`src/hdl/ll1tsc_ram.sv`:
```
// Generic single-write, single-read RAM with a registered read port.
// No dependencies.
`default_nettype none

module ll1tsc_ram #(
    parameter int WIDTH = 8,
    parameter int DEPTH = 64
) (
    input  wire logic                     clk,
    input  wire logic                     we,
    input  wire logic [$clog2(DEPTH)-1:0] waddr,
    input  wire logic [WIDTH-1:0]         wdata,
    input  wire logic [$clog2(DEPTH)-1:0] raddr,
    output logic      [WIDTH-1:0]         rdata
);

    logic [WIDTH-1:0] mem [DEPTH];

    // Write port and registered read (old data on a same-address collision)
    always_ff @(posedge clk)
    begin
        if (we)
        begin
            mem[waddr] <= wdata;
        end
        rdata <= mem[raddr];
    end

endmodule

`default_nettype wire

```
`config.mk`:
```
export PLATFORM = sky130hd
export DESIGN_NAME = ll1tsc_ram
export DESIGN_NICKNAME = d
export VERILOG_FILES = /design/src/hdl/ll1tsc_ram.sv
export SDC_FILE = /design/constraint.sdc
export NUM_CORES = 1
export LEC_CHECK = 0
export BUFFER_PORTS_ARGS = -buffer_cell sky130_fd_sc_hd__buf_2
export CAP_MARGIN = 25
export CORE_UTILIZATION = 50
export CTS_CLUSTER_SIZE = 12
export DETAILED_ROUTE_END_ITERATION = 8
export PLACE_DENSITY = 0.69
export SETUP_SLACK_MARGIN = 0.02
export SYNTH_ARGS = -nofsm -noshare
export SYNTH_HDL_FRONTEND = slang
export SYNTH_SLANG_ARGS = --single-unit
```
`constraint.sdc`:
```
create_clock -name clk -period 1.7 [get_ports clk]
set_clock_uncertainty 0.1 [all_clocks]
set_input_delay 0 -clock clk [delete_from_list [all_inputs] [get_ports clk]]
set_output_delay 0 -clock clk [all_outputs]
set_load 0.02 [all_outputs]
```
==> metrics.md <==
| Metric | Value |
|---|---|
| Synth Cell Area | `20200 um2` |
| Drt wl/cell | `26.8 um` |
| Clock-pin transition on the worst setup and hold timing paths | `0.06 ns` |
| Setup TNS | `-1.38 ns` |
| Starting Density | `50.8%` |
| Critical path's largest stage delay | `0.51 ns` |
| Clock Latency Late Sink | `0.60 ns` |
| Initial detailed-routing violation count | `1174` |
| DRC | `0` |
| Unrepaired setup endpoints after global routing | `true` |
| Crit path max fanout | `1` |
| Vias | `10.2k` |
| Top FF cell, synth | `edfxtp_1` |
| Arr. time, crit path | `2.28 ns` |
| Sink Count | `520` |
| Status | `finished, violations left` |
| Final setup viols | `8` |
| Ys async rst share | `0%` |
| Slowest cell on crit path | `mux4_2` |
| Top-count cell post-synth | `edfxtp_1` |
| Synth Register Bits | `520` |
| CTS tree | `yes` |
| I/O pins | `30` |
| Area contributors post-synth | `edfxtp_1 76%, mux4_2 14%, nor2_1 1.5%, mux2i_1 1.1%, dfxtp_1 0.79%` |
| Slew Viols, Final | `0` |
| Via density | `5.98` |
| Largest net degree at the start of global routing | `65` |
| Routed WL | `45900 um` |
| Post-synth EDFFs | `512` |
| Post-route ant nets | `0` |
| Highest clock rate | `521 MHz` |
| HP Class | `in2reg` |
| CORE AREA | `39700 um2` |
| Hold_buf cts | `10` |
| Post-DP HPWL | `29200 um` |
| Initial antenna violation count | `2` |
| Max_cap viols | `0` |
| Die X | `203 um` |
| Tcrit/Tclk final | `113%` |
| CTS root buf | `clkbuf_16` |
| Largest area contributor in the netlist | `edfxtp_1` |
| LEAKAGE | `7.84 nW` |
| Site Rows | `73` |
| Syn Area/Cell | `21.5 um2` |
| Final min period | `1.92 ns` |
| Required @ worst endpoint | `2.06 ns` |
| Post-synth top area share | `76.2%` |
| Critical path startpoint category | `flip-flop` |
| Syn Nets | `962` |
| Post-Place Setup Slack | `-0.549 ns` |
| Register area share after synthesis | `77.0%` |
| Die Height | `203 um` |
| Violated checks | `negative hold slack, negative setup slack` |
| Global-route wire length before repair | `68400 um` |
| Drt first pass iters | `5` |
| Final hold vios | `8` |
| Hold Worst Slack | `-0.116 ns` |
| RePlAce Congestion | `0.891` |
| Cts bufs inserted | `52` |
| Most frequent cells after synthesis | `512 x edfxtp_1, 126 x mux4_2, 83 x nor2_1, 23 x mux2i_1, 19 x nand2_1` |
| Peak supply drop | `1020 uV` |
| Crit path cell chain | `mux4_2 -> mux4_2 -> nor2_4 -> nor3_1 -> o2bb2ai_1` |
| Worst-margin pin slew | `0.762 ns` |
| Dpl cells | `1608` |
| PnR worst setup slack | `-0.220 ns` |
| Syn Inst Count | `940` |
| Pwr/cell area | `1120 nW/um2` |
| Slew HR | `49.2%` |
| Critical Path Most Common Cell | `mux4_2` |
| Vias in the first global route | `10.6k` |
| Crit Path Category | `reg2reg` |
| Fin cells | `1714` |
| Critical Path End Type | `flip-flop` |
| Number of I/O port buffers | `29` |
| Gr usage total | `23.1%` |
| Postcts setup bufs | `0` |
| Grt total ovfl | `0` |
| H-tree depth | `2` |
| Total of warnings raised by yosys | `0` |
| Area Growth Syn to Fin | `18.8%` |
| Nets | `1168` |
| Flop-to-flop setup slack | `-0.22 ns` |
| Clk buf depth | `3` |
| Die Area | `41100 um2` |
| Synth unique cells | `40` |
| Layout cells sized above 1 | `35.2%` |
==> stage by stage <==
step | instance area (um2) | power [mW] | util, %
6_report | 24000 | 26.7 | 60.3
4_1_cts | 23900 | 26.9 | 60.2
3_3_place_gp | 22100 | 16.0 | 55.6
5_1_grt | 23900 | 27.4 | 60.3
2_1_floorplan | 20200 | 15.3 | -
3_5_place_dp | 22100 | 16.0 | 55.7
==> worst max-delay path, delay by kind of cell (launching register included) <==
kind	cells	cell delay, ns
compound gates	1	0.15
flops	1	0.40
mux	2	0.99
simple gates	2	0.16
==> layout make-up <==
type                    instances  area, um2
flip-flops and latches        520      15500
well taps                     525        657
multi-input cells             369       4460
fillers                      2791      15800
repair buffers                203       1680
diodes                          3       7.51
clock buffers                  84       1500
clock inverters                10        108
==> timing repair <==
item / 4_1_cts / 5_1_grt
setup endpoints to repair: 8 / 71
hold endpoints to repair: 323 / 8
gates cloned: 0 / 0
pin swaps: 2 / 2
gates resized for setup: 20 / 7
==> flip-flops by register name (all words and copies together), names as in the netlist <==
register,cells
mem,512
rdata,8
==> routing by layer <==
| metal | share of wire [%] | track usage (%) |
|---|---|---|
| met1 | 41 | 32.3 |
| met2 | 48 | 36.8 |
| met3 | 8.0 | 5.26 |
| met4 | 2.6 | 6.98 |
| met5 | 0 | 0 |
==> logic make-up after synthesis <==
logic type | synth area share (%)
buffers and inverters | 1.57
AND/OR/NAND/NOR | 3.39
flip-flops | 77.0
multiplexers | 15.9
AO/OA/AOI/OAI | 2.07
==> path summary, 6_finish.rpt <==
check / startpoint / end / cells after the start
hold / removal: raddr[5] / rdata[6]$_DFF_P_ / 2
hold reg to reg: mem[22][1]$_DFFE_PP_ / rdata[1]$_DFF_P_ / 4
setup / recovery: mem[14][0]$_DFFE_PP_ / rdata[0]$_DFF_P_ / 5
setup reg to reg: mem[14][0]$_DFFE_PP_ / rdata[0]$_DFF_P_ / 5
==> power breakdown <==
group | leakage [nW] | switching (mW) | internal [mW]
registers | 4.67 | 0.0557 | 14.2
logic | 2.38 | 0.896 | 0.665
clock network | 0.780 | 4.60 | 6.32
==> cell usage in the layout, fill, tap and decap left out, drive strengths merged, types with 4 or more instances in the layout <==
| master | count |
|---|---|
| clkinv | 8 |
| edfxtp | 512 |
| o22ai | 8 |
| clkbuf | 85 |
| o21ai | 4 |
| nor2b | 14 |
| nand2 | 19 |
| nand3 | 13 |
| dfxtp | 8 |
| nor3 | 7 |
| nor2 | 83 |
| nand2b | 7 |
| a221oi | 6 |
| mux4 | 126 |
| dlygate4sd3 | 10 |
| o221ai | 8 |
| mux2 | 13 |
| mux2i | 23 |
| a211oi | 4 |
| buf | 192 |
Power figures use the tool's default switching activity.
